===== src/hw/rtl/abd_pkg.sv =====
// Shared types, constants and tables for the ADPCM block decoder.
// No dependencies; used by the core, the multiplier and the top level.
package abd_pkg;

  localparam int MAX_CHANNELS_DEF = 2;

  localparam int DW     = 56;   // adaptive delta width, holds 3x the adapt limit
  localparam int MAC_AW = 57;
  localparam int MAC_BW = 11;
  localparam int MAC_PW = 68;

  localparam int S16_MIN = -32768;
  localparam int S16_MAX = 32767;
  localparam int IMA_IDX_MAX = 88;
  localparam int MS_DELTA_MIN = 16;
  localparam int MS_PRED_MAX = 6;

  localparam logic [DW-1:0] DELTA_LIMIT = DW'(64'h7FFF_FFFF_FFFF_FFFF / 768);

  localparam logic [2:0] ERR_NONE     = 3'd0;
  localparam logic [2:0] ERR_FORMAT   = 3'd1;
  localparam logic [2:0] ERR_GEOMETRY = 3'd2;
  localparam logic [2:0] ERR_SIZE     = 3'd3;
  localparam logic [2:0] ERR_IMA_HDR  = 3'd4;
  localparam logic [2:0] ERR_MS_HDR   = 3'd5;

  localparam logic [1:0] REG_MS_MODE  = 2'd0;
  localparam logic [1:0] REG_CHANNELS = 2'd1;
  localparam logic [1:0] REG_BLOCK    = 2'd2;
  localparam logic [1:0] REG_FRAMES   = 2'd3;

  typedef enum logic [1:0] {MAC_HOLD, MAC_LOAD, MAC_ADD} mac_op_t;

  typedef struct packed {
    logic        ms;
    logic        ch2;
    logic [3:0]  hdr;
    logic [15:0] bs;
    logic [2:0]  err;
  } cfg_t;

  localparam logic [14:0] STEP_TAB [89] = '{
    15'd7, 15'd8, 15'd9, 15'd10, 15'd11, 15'd12, 15'd13, 15'd14, 15'd16, 15'd17,
    15'd19, 15'd21, 15'd23, 15'd25, 15'd28, 15'd31, 15'd34, 15'd37, 15'd41, 15'd45,
    15'd50, 15'd55, 15'd60, 15'd66, 15'd73, 15'd80, 15'd88, 15'd97, 15'd107, 15'd118,
    15'd130, 15'd143, 15'd157, 15'd173, 15'd190, 15'd209, 15'd230, 15'd253, 15'd279,
    15'd307, 15'd337, 15'd371, 15'd408, 15'd449, 15'd494, 15'd544, 15'd598, 15'd658,
    15'd724, 15'd796, 15'd876, 15'd963, 15'd1060, 15'd1166, 15'd1282, 15'd1411,
    15'd1552, 15'd1707, 15'd1878, 15'd2066, 15'd2272, 15'd2499, 15'd2749, 15'd3024,
    15'd3327, 15'd3660, 15'd4026, 15'd4428, 15'd4871, 15'd5358, 15'd5894, 15'd6484,
    15'd7132, 15'd7845, 15'd8630, 15'd9493, 15'd10442, 15'd11487, 15'd12635,
    15'd13899, 15'd15289, 15'd16818, 15'd18500, 15'd20350, 15'd22385, 15'd24623,
    15'd27086, 15'd29794, 15'd32767};

  localparam logic signed [4:0] IDX_ADJ [8] = '{
    -5'sd1, -5'sd1, -5'sd1, -5'sd1, 5'sd2, 5'sd4, 5'sd6, 5'sd8};

  localparam logic [9:0] ADAPT_TAB [16] = '{
    10'd230, 10'd230, 10'd230, 10'd230, 10'd307, 10'd409, 10'd512, 10'd614,
    10'd768, 10'd614, 10'd512, 10'd409, 10'd307, 10'd230, 10'd230, 10'd230};

  localparam logic signed [10:0] COEF0 [7] = '{
    11'sd256, 11'sd512, 11'sd0, 11'sd192, 11'sd240, 11'sd460, 11'sd392};
  localparam logic signed [10:0] COEF1 [7] = '{
    11'sd0, -11'sd256, 11'sd0, 11'sd64, 11'sd0, -11'sd208, -11'sd232};

endpackage


===== src/hw/rtl/abd_if.sv =====
// Valid/ready stream interfaces for encoded bytes in and decoded results out.
// Depends on nothing but the payload widths of the block.
interface abd_in_if;
  logic       valid;
  logic       ready;
  logic [7:0] data_byte;
  logic       end_of_block;
  modport source (output valid, data_byte, end_of_block, input ready);
  modport sink (input valid, data_byte, end_of_block, output ready);
endinterface

interface abd_out_if;
  logic               valid;
  logic               ready;
  logic signed [15:0] sample;
  logic [16:0]        frame_index;
  logic               channel;
  logic               sample_valid;
  logic [2:0]         error_code;
  logic               last_of_run;
  modport source (output valid, sample, frame_index, channel, sample_valid, error_code,
                  last_of_run, input ready);
  modport sink (input valid, sample, frame_index, channel, sample_valid, error_code,
                last_of_run, output ready);
endinterface


===== src/hw/rtl/abd_mac.sv =====
// Shared signed multiply-accumulate unit with a registered accumulator.
// Depends on abd_pkg for widths and the operation code.
module abd_mac (
  input  logic                               clk,
  input  abd_pkg::mac_op_t                   op,
  input  logic signed [abd_pkg::MAC_AW-1:0]  a,
  input  logic signed [abd_pkg::MAC_BW-1:0]  b,
  output logic signed [abd_pkg::MAC_PW-1:0]  acc
);

  logic signed [abd_pkg::MAC_PW-1:0] prod;

  assign prod = a * b;

  always_ff @(posedge clk) begin
    unique case (op)
      abd_pkg::MAC_LOAD: acc <= prod;
      abd_pkg::MAC_ADD:  acc <= acc + prod;
      default:           acc <= acc;
    endcase
  end

endmodule


===== src/hw/rtl/abd_core.sv =====
// Byte sequencer: header parsing, per-channel predictor state, nibble decode, result register.
// Depends on abd_pkg, abd_if and abd_mac.
module abd_core #(
  parameter int MAX_CHANNELS = abd_pkg::MAX_CHANNELS_DEF
) (
  input  logic          clk,
  input  logic          rst,
  input  abd_pkg::cfg_t cfg,
  abd_in_if.sink        stream,
  abd_out_if.source     result
);

  localparam int PW = abd_pkg::MAC_PW;
  localparam int DW = abd_pkg::DW;
  localparam logic signed [PW-1:0] LO = PW'(abd_pkg::S16_MIN);
  localparam logic signed [PW-1:0] HI = PW'(abd_pkg::S16_MAX);

  typedef enum logic [3:0] {
    S_IDLE, S_HDR, S_IMA, S_M0, S_M1, S_M2, S_M3, S_M4, S_ERR
  } state_t;

  function automatic logic signed [15:0] clip16(input logic signed [PW-1:0] v);
    if (v < LO) clip16 = 16'sh8000;
    else if (v > HI) clip16 = 16'sh7FFF;
    else clip16 = v[15:0];
  endfunction

  state_t state;
  logic [16:0] pos;
  logic [7:0]  hlb;
  logic        failed;
  logic [7:0]  b_r;
  logic        eob_r;
  logic [16:0] d_r;
  logic        k;
  logic [1:0]  e;
  logic [2:0]  err_r;
  logic signed [17:0] pred_r;

  logic signed [15:0] cur [MAX_CHANNELS];
  logic signed [15:0] prev [MAX_CHANNELS];
  logic [6:0]         sidx [MAX_CHANNELS];
  logic [2:0]         pred_sel [MAX_CHANNELS];
  logic [DW-1:0]      delta [MAX_CHANNELS];

  // request path
  logic accept;
  logic [3:0] nch;
  logic hdr_phase, hdr_end, size_bad;
  logic [3:0] q;
  logic [1:0] seg;
  logic [15:0] w;
  logic [2:0] hdr_err, acc_err;

  assign stream.ready = (state == S_IDLE);
  assign accept = stream.valid && stream.ready;
  assign nch = cfg.ch2 ? 4'd2 : 4'd1;
  assign hdr_phase = pos < {13'd0, cfg.hdr};
  assign hdr_end = (pos + 17'd1) == {13'd0, cfg.hdr};
  assign size_bad = (pos >= {1'b0, cfg.bs}) ||
                    (stream.end_of_block && ((pos + 17'd1) != {1'b0, cfg.bs}));
  assign q = pos[3:0] - nch;
  assign seg = cfg.ch2 ? q[3:2] : q[2:1];
  assign w = {stream.data_byte, hlb};

  always_comb begin
    hdr_err = abd_pkg::ERR_NONE;
    if (!cfg.ms) begin
      if (pos[1:0] == 2'd2 && stream.data_byte > 8'(abd_pkg::IMA_IDX_MAX))
        hdr_err = abd_pkg::ERR_IMA_HDR;
      else if (pos[1:0] == 2'd3 && stream.data_byte != 8'd0)
        hdr_err = abd_pkg::ERR_IMA_HDR;
    end else if (pos < {13'd0, nch}) begin
      if (stream.data_byte > 8'(abd_pkg::MS_PRED_MAX)) hdr_err = abd_pkg::ERR_MS_HDR;
    end else if (q[0] && seg == 2'd0 && w < 16'(abd_pkg::MS_DELTA_MIN)) begin
      hdr_err = abd_pkg::ERR_MS_HDR;
    end
  end

  always_comb begin
    if (cfg.err != abd_pkg::ERR_NONE) acc_err = cfg.err;
    else if (size_bad) acc_err = abd_pkg::ERR_SIZE;
    else if (hdr_phase) acc_err = hdr_err;
    else acc_err = abd_pkg::ERR_NONE;
  end

  // channel selected by the running step
  logic cidx;
  always_comb begin
    if (state == S_HDR) cidx = cfg.ms ? e[1] : e[0];
    else if (cfg.ms) cidx = cfg.ch2 & k;
    else cidx = cfg.ch2 & d_r[2];
  end

  logic signed [15:0] cur_c, prev_c;
  logic [6:0]         sidx_c;
  logic [2:0]         p_c;
  logic [DW-1:0]      delta_c;
  assign cur_c = cur[cidx];
  assign prev_c = prev[cidx];
  assign sidx_c = (sidx[cidx] > 7'(abd_pkg::IMA_IDX_MAX)) ? 7'(abd_pkg::IMA_IDX_MAX) : sidx[cidx];
  assign p_c = (pred_sel[cidx] > 3'(abd_pkg::MS_PRED_MAX)) ? 3'(abd_pkg::MS_PRED_MAX)
                                                         : pred_sel[cidx];
  assign delta_c = delta[cidx];

  // IMA nibble
  logic [3:0]  ima_nib;
  logic [14:0] step;
  logic [16:0] diff;
  logic signed [17:0] ima_base, ima_sum;
  logic signed [15:0] ima_new;
  logic signed [7:0]  idx_t;
  logic [6:0]  idx_new;
  logic [17:0] ima_s0;
  logic [16:0] ima_frame;

  assign ima_nib = k ? b_r[7:4] : b_r[3:0];
  assign step = abd_pkg::STEP_TAB[sidx_c];
  assign diff = 17'(step >> 3) + (ima_nib[0] ? 17'(step >> 2) : 17'd0) +
                (ima_nib[1] ? 17'(step >> 1) : 17'd0) + (ima_nib[2] ? 17'(step) : 17'd0);
  assign ima_base = 18'(cur_c);
  assign ima_sum = ima_nib[3] ? ima_base - $signed({1'b0, diff})
                              : ima_base + $signed({1'b0, diff});
  assign ima_new = clip16(PW'(ima_sum));
  assign idx_t = $signed({1'b0, sidx_c}) + 8'(abd_pkg::IDX_ADJ[ima_nib[2:0]]);
  assign idx_new = (idx_t < 8'sd0) ? 7'd0 :
                   (idx_t > 8'(abd_pkg::IMA_IDX_MAX)) ? 7'(abd_pkg::IMA_IDX_MAX) : idx_t[6:0];
  assign ima_s0 = cfg.ch2 ? {1'b0, d_r[16:3], 3'b000} + 18'({d_r[1:0], 1'b0})
                          : {d_r, 1'b0};
  assign ima_frame = 17'(ima_s0 + 18'(k) + 18'd1);

  // Microsoft nibble
  abd_pkg::mac_op_t mac_op;
  logic signed [abd_pkg::MAC_AW-1:0] mac_a;
  logic signed [abd_pkg::MAC_BW-1:0] mac_b;
  logic signed [PW-1:0] acc, acc_rnd, acc_sh, ms_sum;
  logic [3:0]  ms_nib;
  logic signed [15:0] ms_new;
  logic        ovf;
  logic [16:0] ms_frame;

  abd_mac u_mac (.clk(clk), .op(mac_op), .a(mac_a), .b(mac_b), .acc(acc));

  assign ms_nib = k ? b_r[3:0] : b_r[7:4];
  // divide by 256 toward zero
  assign acc_rnd = acc + (acc[PW-1] ? PW'(255) : PW'(0));
  assign acc_sh = acc >>> 8;
  assign ms_sum = acc + PW'(pred_r);
  assign ms_new = clip16(ms_sum);
  assign ovf = delta_c > abd_pkg::DELTA_LIMIT;
  assign ms_frame = 17'(cfg.ch2 ? {1'b0, d_r} + 18'd2 : {d_r, 1'b0} + 18'(k) + 18'd2);

  // result register
  logic can_put, put, p_chan, p_valid, p_last;
  logic signed [15:0] p_sample;
  logic [16:0] p_frame;
  logic [2:0]  p_err;
  logic [1:0]  last_e;

  assign can_put = !result.valid || result.ready;
  assign last_e = cfg.ms ? (cfg.ch2 ? 2'd3 : 2'd1) : (cfg.ch2 ? 2'd1 : 2'd0);

  always_comb begin
    put = 1'b0;
    p_sample = '0;
    p_frame = '0;
    p_chan = 1'b0;
    p_valid = 1'b0;
    p_err = abd_pkg::ERR_NONE;
    p_last = 1'b0;
    mac_op = abd_pkg::MAC_HOLD;
    mac_a = '0;
    mac_b = '0;
    unique case (state)
      S_HDR: begin
        put = can_put;
        p_sample = (cfg.ms && !e[0]) ? prev_c : cur_c;
        p_frame = 17'(cfg.ms & e[0]);
        p_chan = cidx;
        p_valid = 1'b1;
        p_last = (e == last_e);
      end
      S_ERR: begin
        put = can_put;
        p_err = err_r;
        p_last = 1'b1;
      end
      S_IMA: begin
        put = can_put;
        p_sample = ima_new;
        p_frame = ima_frame;
        p_chan = cidx;
        p_valid = 1'b1;
        p_last = k;
      end
      S_M0: begin
        mac_op = abd_pkg::MAC_LOAD;
        mac_a = abd_pkg::MAC_AW'(cur_c);
        mac_b = abd_pkg::COEF0[p_c];
      end
      S_M1: begin
        mac_op = abd_pkg::MAC_ADD;
        mac_a = abd_pkg::MAC_AW'(prev_c);
        mac_b = abd_pkg::COEF1[p_c];
      end
      S_M2: begin
        mac_op = abd_pkg::MAC_LOAD;
        mac_a = $signed({1'b0, delta_c});
        mac_b = abd_pkg::MAC_BW'($signed(ms_nib));
      end
      S_M3: begin
        put = can_put;
        if (ovf) begin
          p_err = abd_pkg::ERR_MS_HDR;
          p_last = 1'b1;
        end else begin
          p_sample = ms_new;
          p_frame = ms_frame;
          p_chan = cidx;
          p_valid = 1'b1;
          p_last = k;
          if (can_put) mac_op = abd_pkg::MAC_LOAD;
          mac_a = $signed({1'b0, delta_c});
          mac_b = $signed({1'b0, abd_pkg::ADAPT_TAB[ms_nib]});
        end
      end
      default: ;
    endcase
  end

  always_ff @(posedge clk) begin
    if (rst) begin
      state <= S_IDLE;
      pos <= '0;
      hlb <= '0;
      failed <= 1'b0;
      result.valid <= 1'b0;
      for (int i = 0; i < MAX_CHANNELS; i++) begin
        cur[i] <= '0;
        prev[i] <= '0;
        sidx[i] <= '0;
        pred_sel[i] <= '0;
        delta[i] <= '0;
      end
    end else begin
      if (put) begin
        result.valid <= 1'b1;
        result.sample <= p_sample;
        result.frame_index <= p_frame;
        result.channel <= p_chan;
        result.sample_valid <= p_valid;
        result.error_code <= p_err;
        result.last_of_run <= p_last;
      end else if (result.ready) begin
        result.valid <= 1'b0;
      end

      unique case (state)
        S_IDLE: begin
          if (accept) begin
            b_r <= stream.data_byte;
            eob_r <= stream.end_of_block;
            if (failed) begin
              // drop bytes until the block ends
              if (stream.end_of_block) begin
                pos <= '0;
                failed <= 1'b0;
              end
            end else begin
              pos <= stream.end_of_block ? 17'd0 : pos + 17'd1;
              if (acc_err != abd_pkg::ERR_NONE) begin
                err_r <= acc_err;
                failed <= !stream.end_of_block;
                state <= S_ERR;
              end else if (hdr_phase) begin
                if (!cfg.ms) begin
                  unique case (pos[1:0])
                    2'd0: hlb <= stream.data_byte;
                    2'd1: cur[pos[2]] <= w;
                    2'd2: sidx[pos[2]] <= stream.data_byte[6:0];
                    default: ;
                  endcase
                end else if (pos < {13'd0, nch}) begin
                  pred_sel[pos[0]] <= stream.data_byte[2:0];
                end else if (!q[0]) begin
                  hlb <= stream.data_byte;
                end else begin
                  unique case (seg)
                    2'd0: delta[cfg.ch2 & q[1]] <= DW'(w);
                    2'd1: cur[cfg.ch2 & q[1]] <= w;
                    default: prev[cfg.ch2 & q[1]] <= w;
                  endcase
                end
                if (hdr_end) begin
                  e <= '0;
                  state <= S_HDR;
                end
              end else begin
                d_r <= pos - {13'd0, cfg.hdr};
                k <= 1'b0;
                state <= cfg.ms ? S_M0 : S_IMA;
              end
            end
          end
        end
        S_HDR: begin
          if (can_put) begin
            e <= e + 2'd1;
            if (e == last_e) state <= S_IDLE;
          end
        end
        S_ERR: begin
          if (can_put) state <= S_IDLE;
        end
        S_IMA: begin
          if (can_put) begin
            cur[cidx] <= ima_new;
            sidx[cidx] <= idx_new;
            k <= 1'b1;
            if (k) state <= S_IDLE;
          end
        end
        S_M0: state <= S_M1;
        S_M1: state <= S_M2;
        S_M2: begin
          pred_r <= 18'(acc_rnd >>> 8);
          state <= S_M3;
        end
        S_M3: begin
          if (can_put) begin
            prev[cidx] <= cur_c;
            cur[cidx] <= ms_new;
            if (ovf) begin
              failed <= !eob_r;
              state <= S_IDLE;
            end else begin
              state <= S_M4;
            end
          end
        end
        S_M4: begin
          delta[cidx] <= (acc_sh < PW'(abd_pkg::MS_DELTA_MIN)) ? DW'(abd_pkg::MS_DELTA_MIN)
                                                               : DW'(acc_sh);
          k <= 1'b1;
          state <= k ? S_IDLE : S_M0;
        end
        default: state <= S_IDLE;
      endcase
    end
  end

endmodule


===== src/hw/rtl/adpcm_block_decoder.sv =====
// ADPCM block decoder, IMA or Microsoft 4-bit, mono or stereo, one byte per request.
// IMA data byte: one result per nibble (nibble datapath); Microsoft: each nibble runs S_M0
// to S_M4 through the shared multiplier. Bytes are accepted only in idle; an error byte
// passes the error state, the last header byte the header state (one result per initial
// sample); output stalls hold the result states. Synchronous reset clears the registers to
// their defaults, the parser position, the failed flag and channel state.
module adpcm_block_decoder #(
  parameter int MAX_CHANNELS = abd_pkg::MAX_CHANNELS_DEF
) (
  input  logic        clk,
  input  logic        rst,
  abd_in_if.sink      stream,
  abd_out_if.source   result,
  input  logic        psel,
  input  logic        penable,
  input  logic        pwrite,
  input  logic [3:0]  paddr,
  input  logic [31:0] pwdata,
  output logic [31:0] prdata,
  output logic        pready
);

  logic        ms_mode;
  logic [1:0]  channel_count;
  logic [15:0] block_size_bytes;
  logic [17:0] frames_per_block;

  assign pready = 1'b1;

  always_ff @(posedge clk) begin
    if (rst) begin
      ms_mode <= 1'b0;
      channel_count <= 2'd1;
      block_size_bytes <= 16'd256;
      frames_per_block <= 18'd505;
    end else if (psel && penable && pwrite) begin
      unique case (paddr[3:2])
        abd_pkg::REG_MS_MODE:  ms_mode <= pwdata[0];
        abd_pkg::REG_CHANNELS: channel_count <= pwdata[1:0];
        abd_pkg::REG_BLOCK:    block_size_bytes <= pwdata[15:0];
        default:               frames_per_block <= pwdata[17:0];
      endcase
    end
  end

  always_comb begin
    unique case (paddr[3:2])
      abd_pkg::REG_MS_MODE:  prdata = {31'd0, ms_mode};
      abd_pkg::REG_CHANNELS: prdata = {30'd0, channel_count};
      abd_pkg::REG_BLOCK:    prdata = {16'd0, block_size_bytes};
      default:               prdata = {14'd0, frames_per_block};
    endcase
  end

  // block geometry check
  abd_pkg::cfg_t cfg;
  logic        ch2;
  logic [3:0]  hdr;
  logic [15:0] body;
  logic [17:0] expect_frames;

  assign ch2 = (channel_count == 2'd2);
  assign hdr = ms_mode ? (ch2 ? 4'd14 : 4'd7) : (ch2 ? 4'd8 : 4'd4);
  assign body = block_size_bytes - {12'd0, hdr};
  assign expect_frames = (ms_mode ? 18'd2 : 18'd1) +
                         (ch2 ? {2'b00, body} : {1'b0, body, 1'b0});

  always_comb begin
    cfg.ms = ms_mode;
    cfg.ch2 = ch2;
    cfg.hdr = hdr;
    cfg.bs = block_size_bytes;
    if (channel_count == 2'd0 || 32'(channel_count) > MAX_CHANNELS)
      cfg.err = abd_pkg::ERR_FORMAT;
    else if (block_size_bytes < {12'd0, hdr})
      cfg.err = abd_pkg::ERR_GEOMETRY;
    else if (!ms_mode && ch2 && body[2:0] != 3'd0)
      cfg.err = abd_pkg::ERR_GEOMETRY;
    else if (frames_per_block != expect_frames)
      cfg.err = abd_pkg::ERR_GEOMETRY;
    else
      cfg.err = abd_pkg::ERR_NONE;
  end

  abd_core #(.MAX_CHANNELS(MAX_CHANNELS)) u_core (
    .clk(clk),
    .rst(rst),
    .cfg(cfg),
    .stream(stream),
    .result(result)
  );

endmodule

===== src/flat_wrapper.sv =====
// flat-port wrapper written by rule: the top's interface ports become plain ports
module adpcm_block_decoder_flat 
#(
  parameter int MAX_CHANNELS = abd_pkg::MAX_CHANNELS_DEF
)
  (clk, rst, psel, penable, pwrite, paddr, pwdata, prdata, pready, stream_valid, stream_data_byte, stream_end_of_block, stream_ready, result_valid, result_sample, result_frame_index, result_channel, result_sample_valid, result_error_code, result_last_of_run, result_ready);
  abd_in_if stream_i ();
  abd_out_if result_i ();
  input  logic clk;
  input  logic rst;
  input  logic psel;
  input  logic penable;
  input  logic pwrite;
  input  logic [3:0] paddr;
  input  logic [31:0] pwdata;
  output logic [31:0] prdata;
  output logic pready;
  input wire logic [$bits(stream_i.valid)-1:0] stream_valid;
  input wire logic [$bits(stream_i.data_byte)-1:0] stream_data_byte;
  input wire logic [$bits(stream_i.end_of_block)-1:0] stream_end_of_block;
  output wire logic [$bits(stream_i.ready)-1:0] stream_ready;
  output wire logic [$bits(result_i.valid)-1:0] result_valid;
  output wire logic [$bits(result_i.sample)-1:0] result_sample;
  output wire logic [$bits(result_i.frame_index)-1:0] result_frame_index;
  output wire logic [$bits(result_i.channel)-1:0] result_channel;
  output wire logic [$bits(result_i.sample_valid)-1:0] result_sample_valid;
  output wire logic [$bits(result_i.error_code)-1:0] result_error_code;
  output wire logic [$bits(result_i.last_of_run)-1:0] result_last_of_run;
  input wire logic [$bits(result_i.ready)-1:0] result_ready;
  assign stream_i.valid = stream_valid;
  assign stream_i.data_byte = stream_data_byte;
  assign stream_i.end_of_block = stream_end_of_block;
  assign stream_ready = stream_i.ready;
  assign result_valid = result_i.valid;
  assign result_sample = result_i.sample;
  assign result_frame_index = result_i.frame_index;
  assign result_channel = result_i.channel;
  assign result_sample_valid = result_i.sample_valid;
  assign result_error_code = result_i.error_code;
  assign result_last_of_run = result_i.last_of_run;
  assign result_i.ready = result_ready;
  adpcm_block_decoder #(.MAX_CHANNELS(MAX_CHANNELS)) u_core (.clk(clk), .rst(rst), .stream(stream_i), .result(result_i), .psel(psel), .penable(penable), .pwrite(pwrite), .paddr(paddr), .pwdata(pwdata), .prdata(prdata), .pready(pready));
endmodule

===== config.mk =====
export PLATFORM = sky130hd
export DESIGN_NAME = adpcm_block_decoder_flat
export DESIGN_NICKNAME = d
export VERILOG_FILES = /design/src/hw/rtl/abd_pkg.sv /design/src/hw/rtl/abd_if.sv /design/src/hw/rtl/abd_mac.sv /design/src/hw/rtl/abd_core.sv /design/src/hw/rtl/adpcm_block_decoder.sv /design/src/flat_wrapper.sv
export SDC_FILE = /design/constraint.sdc
export NUM_CORES = 2
export LEC_CHECK = 0
export BUFFER_PORTS_ARGS = -buffer_cell sky130_fd_sc_hd__clkbuf_2
export CORE_UTILIZATION = 30
export CTS_CLUSTER_SIZE = 10
export DETAILED_ROUTE_END_ITERATION = 8
export PLACE_DENSITY_LB_ADDON = 0.1
export RECOVER_POWER = 25
export SYNTH_ARGS = -nofsm -noshare
export SYNTH_HDL_FRONTEND = slang
export SYNTH_HIERARCHICAL = 1
export SYNTH_SLANG_ARGS = --single-unit
export TNS_END_PERCENT = 5

===== constraint.sdc =====
create_clock -name clk -period 13.4 [get_ports clk]
set_clock_uncertainty 0.15 [all_clocks]
set_input_delay 1.34 -clock clk [delete_from_list [all_inputs] [get_ports clk]]
set_output_delay 1.34 -clock clk [all_outputs]
set_load 0.01 [all_outputs]

Yosys cells after proc, flatten, opt, wreduce, memory -nomap -nowiden --
Memory sizes are Yosys's and may differ from the RTL's. Index checks and enable logic that the tools add are counted.
Cells by class: $add $sub $neg 21, $mul 1, div/mod/pow operators 0, magnitude comparators 22, eq/ne operators 38, shift-type cells 0, mux-type cells 224, bitwise gates (word level) 14, reductions and logical operators 64
Operators by type and width (count):
- 57-bit one-hot mux with 4 select lines | 1
- 56-bit two-way mux | 4
- 16-bit two-way mux | 12
- 68-bit one-hot mux with 2 select lines | 1
- 17-bit two-way mux | 7
- 1-bit two-way mux | 116
- 56-bit OR reduction | 2
- 16-bit OR reduction | 5
- 68-bit by 18-bit adder with 68-bit output | 1
- 68-bit adder | 1
- 68-bit by 16-bit > comparator with 1-bit output, second input constant | 1
- 68-bit by 16-bit less-than comparator with 1-bit output, second input constant | 1
- 57-bit by 11-bit multiplier with 68-bit output | 1
- 4-bit two-way mux | 16
- 60-bit by 6-bit less-than comparator with 1-bit output, second input constant | 1
- 56-bit by 54-bit > comparator with 1-bit output, second input constant | 1
- 18-bit one-hot mux with 3 select lines | 1
- 17-bit one-hot mux with 3 select lines | 1
- 3-bit two-way mux | 16
- 16-bit one-hot mux with 3 select lines | 1
- 15-bit two-way mux | 3
- 11-bit two-way mux | 4
- 11-bit one-hot mux with 4 select lines | 1
- 8-bit two-way mux | 5
- other kinds (86) | 181
Word-level totals: register bits after elaboration 225, bits in latches 0, memory bits (writable) 196, ROM bits 2296, input port bits 52, output and inout port bits 74, memories 10
Memory list:
- (name not given) | words 128, bits a word 15, rd ports 1, clocked after memory_dff 0, write ports 0, line abd_core.sv:118 | assign step = abd_pkg::STEP_TAB[sidx_c];
- (name not given) | words 16, bits a word 10, rd ports 1, clocked after memory_dff 0, write ports 0, line abd_core.sv:224 | mac_b = $signed({1'b0, abd_pkg::ADAPT_TAB[ms_nib]});
- u_core.u_core.delta | words 2, bits a word 56, rd ports 1, clocked after memory_dff 0, write ports 2, line abd_core.sv:44 | logic [DW-1:0] delta [MAX_CHANNELS];
- (name not given) | words 8, bits a word 11, rd ports 1, clocked after memory_dff 0, write ports 0, line abd_core.sv:204 | mac_b = abd_pkg::COEF1[p_c];
- (name not given) | words 8, bits a word 11, rd ports 1, clocked after memory_dff 0, write ports 0, line abd_core.sv:199 | mac_b = abd_pkg::COEF0[p_c];
- (name not given) | words 8, bits a word 5, rd ports 1, clocked after memory_dff 0, write ports 0, line abd_core.sv:125 | assign idx_t = $signed({1'b0, sidx_c}) + 8'(abd_pkg::IDX_ADJ[ima_nib[2:0]]);
- +4 memories

Depth between registers and ports, before layout --
depth after elaboration 24, depth in mapped cells 56, depth with buffers taken out 47

By module --
The synthesis kept the hierarchy.
By module, submodules not included:
- abd_core | instances 1, cells an instance 3617, area each 29570.9 um^2, seq. area each 9178.8 um^2
- abd_mac | instances 1, cells an instance 3186, area each 27721.6 um^2, seq. area each 2042.0 um^2
- adpcm_block_decoder | instances 1, cells an instance 522, area each 3833.7 um^2, seq. area each 740.7 um^2

Worst setup path before layout --
Ideal clock, no wire load.
path kind flip-flop to flip-flop, start register u_core.ms_mode, end register u_core/u_core/u_mac/acc[64] (netlist name) (data pin), arrival 11.668 ns, slack 1.322 ns, stages on the path, launching flop included 46, period minus slack after synthesis 12.078 ns, cell sequence dfxtp_1 mux2_2 and3_1 buf_6 nor2_8 mux2_2 a2111oi_1 nand4_1 or4_1 o211a_1 nand2b_1 buf_4 inv_1 o221ai_1 o2111ai_1 clkbuf_1 clkbuf_1 nand2_1 [10 not listed] or3b_1 a41oi_1 o211ai_1 nand2_1 o31ai_1 a221oi_1 xnor2_1 ha_1 clkbuf_1 a21oi_1 o21ai_0 o41a_1 a311oi_2 a2111oi_2 a2111oi_4 o31ai_1 xor2_1 mux2_4
On the way: cells in the longest elaborated chain, start to end 13, elaborated cells between the ends (all ways) 28
RTL lines:
- start: declaration | line adpcm_block_decoder.sv:23 | logic ms_mode;
- start signal: assignment | line adpcm_block_decoder.sv:38 | abd_pkg::REG_MS_MODE: ms_mode <= pwdata[0];
- 1-bit two-way mux, on equally long branches | line abd_core.sv:91, abd_core.sv:90
- 1-bit two-way mux (*) | line abd_core.sv:90 | if (state == S_HDR) cidx = cfg.ms ? e[1] : e[0];
- memory 2 x 3 bit
- 3-bit > comparator | line abd_core.sv:102 | assign p_c = (pred_sel[cidx] > 3'(abd_pkg::MS_PRED_MAX)) ? 3'(abd_pkg::MS_PRED_MAX)
- 3-bit two-way mux | line abd_core.sv:102
- 3-bit inverter with 4-bit output (implied by the code) | line abd_core.sv:199, abd_core.sv:204
- memory 8 x 11 bit, on equally long branches
- 11-bit two-way mux, on equally long branches (2 in a row) | line abd_core.sv:204, abd_core.sv:199
- 11-bit one-hot mux with 4 select lines (*) | line abd_core.sv:174 | unique case (state)
- via u_core.u_core.mac_b (one bit) | line abd_core.sv:135 | logic signed [abd_pkg::MAC_BW-1:0] mac_b;
- 57-bit by 11-bit multiplier with 68-bit output (*) | line abd_mac.sv:13 | assign prod = a * b;
- 68-bit adder | line abd_mac.sv:18 | abd_pkg::MAC_ADD: acc <= acc + prod;
- 68-bit one-hot mux with 2 select lines (*) | line abd_mac.sv:16 | unique case (op)
- end signal: assignment | line abd_mac.sv:17 | abd_pkg::MAC_LOAD: acc <= prod;
- end signal: assignment | line abd_mac.sv:18
- end: declaration | line abd_mac.sv:8 | output logic signed [abd_pkg::MAC_PW-1:0] acc
Mark *: on every way through the listed nets, which the timed path passes. The rest lies on a longest branch. The select of a mux whose other input is x is not followed. A chain may end at the register's enable or synchronous reset.

Worst setup path in the final report --
start register u_core.u_core.state[1], end register u_core/u_core/u_mac/acc[60] (netlist name) (data pin)
On the way: elaborated cells between the ends (all ways) 32
RTL lines:
- start: declaration | line abd_core.sv:28 | state_t state;
- start signal: assignment | line abd_core.sv:301 | state <= cfg.ms ? S_M0 : S_IMA;
- start signal: assignment | line abd_core.sv:345 | state <= k ? S_IDLE : S_M0;
- 4-bit by 1-bit equality test with 1-bit output | line abd_core.sv:90
- 1-bit two-way mux | line abd_core.sv:90
- memory 2 x 56 bit
- 56-bit by 54-bit > comparator with 1-bit output | line abd_core.sv:150 | assign ovf = delta_c > abd_pkg::DELTA_LIMIT;
- 56-bit two-way mux | line abd_core.sv:213 | if (ovf) begin
- 57-bit one-hot mux with 4 select lines (*) | line abd_core.sv:174
- via u_core.u_core.mac_a (one bit) | line abd_core.sv:134 | logic signed [abd_pkg::MAC_AW-1:0] mac_a;
- 57-bit by 11-bit multiplier with 68-bit output (*) | line abd_mac.sv:13
- 68-bit adder | line abd_mac.sv:18
- 68-bit one-hot mux with 2 select lines (*) | line abd_mac.sv:16
Marks and branches as above.

==> impl_results.md <==
- Die Area: 0.206 sq mm
- Share of the synthesized area in the top cell type: 18.4%
- Vias in the first global route: 55,400
- Cell family with most CP delay: compound AO/OA/AOI/OAI gates
- Final Setup Violations: 0
- Setup crit end kind: register
- Worst Path Class, Setup: reg -> reg
- Hold_buf cts: 0
- Worst path arrival time: 13.31 ns
- Synth cell count leaders: 903 x nand2_1, 703 x inv_1, 563 x fa_1, 538 x nor2_1, 466 x a21oi_1
- Post-Layout Cell Count: 10,500
- GRT overflow: 0
- CP bufs+invs: 13
- Fill cells: 21,300
- Metal3 WL: 9.42 mm
- Distinct cells, synth: 128
- Timing-limited maximum frequency: 0.0769 GHz
- RSZ-0062 raised after global routing: yes
- Layout cells sized above 1: 14.4%
- DR vias: 55,000
- Root Buffer Master: clkbuf_16
- Post-Route M1 WL: 107 mm
- Largest net degree at the start of global routing: 69
- Min Tclk post-route: 13.00 ns
- Core Util, Final: 35.1%
- TritonCTS buffer count: 58
- Final Wtd Congestion: 0.895
- Critical path required time: 13.71 ns
- GRT Overall Usage: 22.4%
- Ys Warns: 6
- First-pass GRT wire length: 354 mm
- Number of port buffers: 94
- Die Width: 453 um
- Worst path max stage delay: 0.56 ns
- Post-Syn Area: 0.0611 sq mm
- Sequential share of the synthesized area: 19.6%
- HPWL Detailed: 188 mm
- Core area: 0.202 sq mm
- DR WL/cell: 22.1 um
- Final instance area: 0.0710 sq mm
- Slowest CP cell: or4b_4
- LEAKAGE: 31.0 nW
- First drt pass iteration count: 5
- Power per cell area: 87.7 mW/mm^2
- Initial Util: 30.2%
- Row cnt: 165
- Initial antenna violation count: 9
- Nets: 8,729
- DRT iter0 DRCs: 3,711
- IO Pins: 126
- Final ANT Viol Nets: 0
- Cell Count Post-Placement: 10,300
- Mean number of vias per cell: 5.26
- # clock sinks: 421
- Relative slew slack: 11.2%
- Hold Vio Cnt, Final: 0
- Worst skew pair latency: 0.74 ns
- Routed wl met2: 110 mm
- Height of the die: 453 um
- Area Overhead vs Synth: 16.2%
- Maxcap violations: 0
- Critical path's most frequent cell: buf_4
- Synth Area per Inst: 8.34 sq um
- Most common cell in the netlist: nand2_1
- Period utilization: 97.0%
- CTS tree: done
- Yosys reg bits: 421
- Clock Pin Slew Worst Setup and Hold Paths: 0.06 ns
- Synth async-reset ratio: 0%
- Setup TNS: 0 ns
- Largest area contributor in the netlist: fa_1
- CP Launch Type: register
- Synth area leaders: fa_1 18%, edfxtp_1 17%, ha_1 7.5%, nand2_1 5.5%, inv_1 4.3%
- DR top layer: met5
- Worst-Margin Slew: 1.33 ns
- Tightest Hold Check Type: reg -> reg
- Status: completed
- Area after DPL: 0.0686 sq mm
- VDD IR max: 0.218 mV
- EDFF count, synth: 353
- Worst Path Max Fanout: 7
- Final wirelength: 232 mm
- Ys flop type: edfxtp_1
- H-tree lvl count: 2
- Final slew viol count: 0
- CTS max path bufs: 3
- Hold_ws: 0.361 ns
- # DRC: 0
- Syn Inst Count: 7,325
## kinds of logic after synthesis
group	count (synthesis)	synth area share, %
xor gates and xnor gates	355	5.11
and+or+nand+nor	2633	21.2
AOI/OAI and AO/OA	1626	17.3
muxes	191	3.32
buffers and inverters	1166	7.49
other	2	0.0123
adders and majority gates	931	26.0
DFF	421	19.6
## registers in the layout, indices dropped and copies added, names as in the netlist, 2 cells and up
signal / count
u_core/u_core/err_r: 3
u_core/u_core/e: 2
u_core/u_core/u_mac/acc: 68
u_core/u_core/pos: 17
u_core/u_core/d_r: 17
u_core/u_core/cur: 32
u_core/u_core/sidx: 14
u_core/block_size_bytes: 16
u_core/u_core/state: 4
u_core/u_core/delta: 112
u_core/u_core/prev: 32
u_core/u_core/result.sample: 16
u_core/u_core/pred_sel: 6
u_core/u_core/b_r: 8
u_core/u_core/result.error_code: 3
u_core/u_core/hlb: 8
u_core/channel_count: 2
u_core/frames_per_block: 18
u_core/u_core/pred_r: 18
u_core/u_core/result.frame_index: 17
## path summary, 6_finish.rpt
check                                                                 to                                     start  slack, ns  cells past startpoint
worst max-delay path               u_core/u_core/u_mac/acc[60]$_DFFE_PP_       u_core/u_core/state[1]$_SDFFE_PP0P_       0.40                     53
worst min-delay path            u_core/frames_per_block[13]$_SDFFE_PP0P_  u_core/frames_per_block[13]$_SDFFE_PP0P_       0.36                      2
worst max register to register     u_core/u_core/u_mac/acc[60]$_DFFE_PP_       u_core/u_core/state[1]$_SDFFE_PP0P_       0.40                     53
worst min register to register  u_core/frames_per_block[13]$_SDFFE_PP0P_  u_core/frames_per_block[13]$_SDFFE_PP0P_       0.36                      2
## report_power, final
group | switching, mW | internal, mW | total (mW)
Sequential | 0.0508 | 1.53 | 1.58
Clock | 0.673 | 0.877 | 1.55
Combinational | 2.02 | 1.08 | 3.10
## area by class of cell
cell class	instances	area (sq um)	share of cell area, %
flip-flops and latches	421	12000	16.8
diodes	2	5.00	0.00705
clock buffers	79	1560	2.20
well taps	2672	3340	4.71
inverters	711	2670	3.76
clock inverters	26	298	0.419
repair buffers	800	6010	8.47
multi-input cells	5754	45200	63.6
## repair_timing
| action | 4_1_cts | 5_1_grt |
|---|---|---|
| gates cloned | 1 | 1 |
| pin swaps | 7 | 27 |
| resized for setup | 39 | 56 |
| setup buffers | 9 | 9 |
| endpoints found under the setup margin | 20 | 16 |
## cell usage in the layout (no fill, tap or decap), types with 58 or more instances in the layout
master | Yosys | final
a211oi_1 | 65 | 65
a21o_1 | 117 | 117
a21oi_1 | 466 | 457
a31oi_1 | 76 | 74
and2_1 | 400 | 400
buf_4 | 18 | 679
clkbuf_16 | 0 | 58
clkbuf_2 | 4 | 84
dfxtp_1 | 68 | 68
edfxtp_1 | 353 | 353
fa_1 | 563 | 562
ha_1 | 368 | 364
inv_1 | 703 | 701
mux2_2 | 62 | 62
mux2i_1 | 122 | 122
nand2_1 | 903 | 900
nand2b_1 | 74 | 71
nand3_1 | 143 | 140
nand4_1 | 105 | 105
nor2_1 | 538 | 533
nor2b_1 | 62 | 62
nor3_1 | 105 | 100
o21ai_0 | 339 | 323
xnor2_1 | 202 | 199
xor2_1 | 152 | 151
## tightest hold or removal path, stage by stage, from the launching register on
cell	delay [ns]
dfxtp_1	0.34
nand2_1	0.06
a21oi_1	0.06
## metrics by stage
step | power (mW) | worst slack [ns]
2_1_floorplan | 3.70 | 1.32
3_3_place_gp | 4.64 | -0.838
3_5_place_dp | 4.64 | -0.676
4_1_cts | 6.24 | 0.00632
5_1_grt | 6.62 | -0.0476
6_report | 6.23 | 0.400
## routing by layer
| layer | vias to the layer above | track usage, % |
|---|---|---|
| met2 | 1238 | 37.8 |
| met3 | 183 | 2.21 |
| met4 | 2 | 5.52 |
| met1 | 27500 | 30.4 |
| met5 | - | 0 |
| li1 | 26100 | - |
Note: power is estimated with default switching activity, not from simulation.
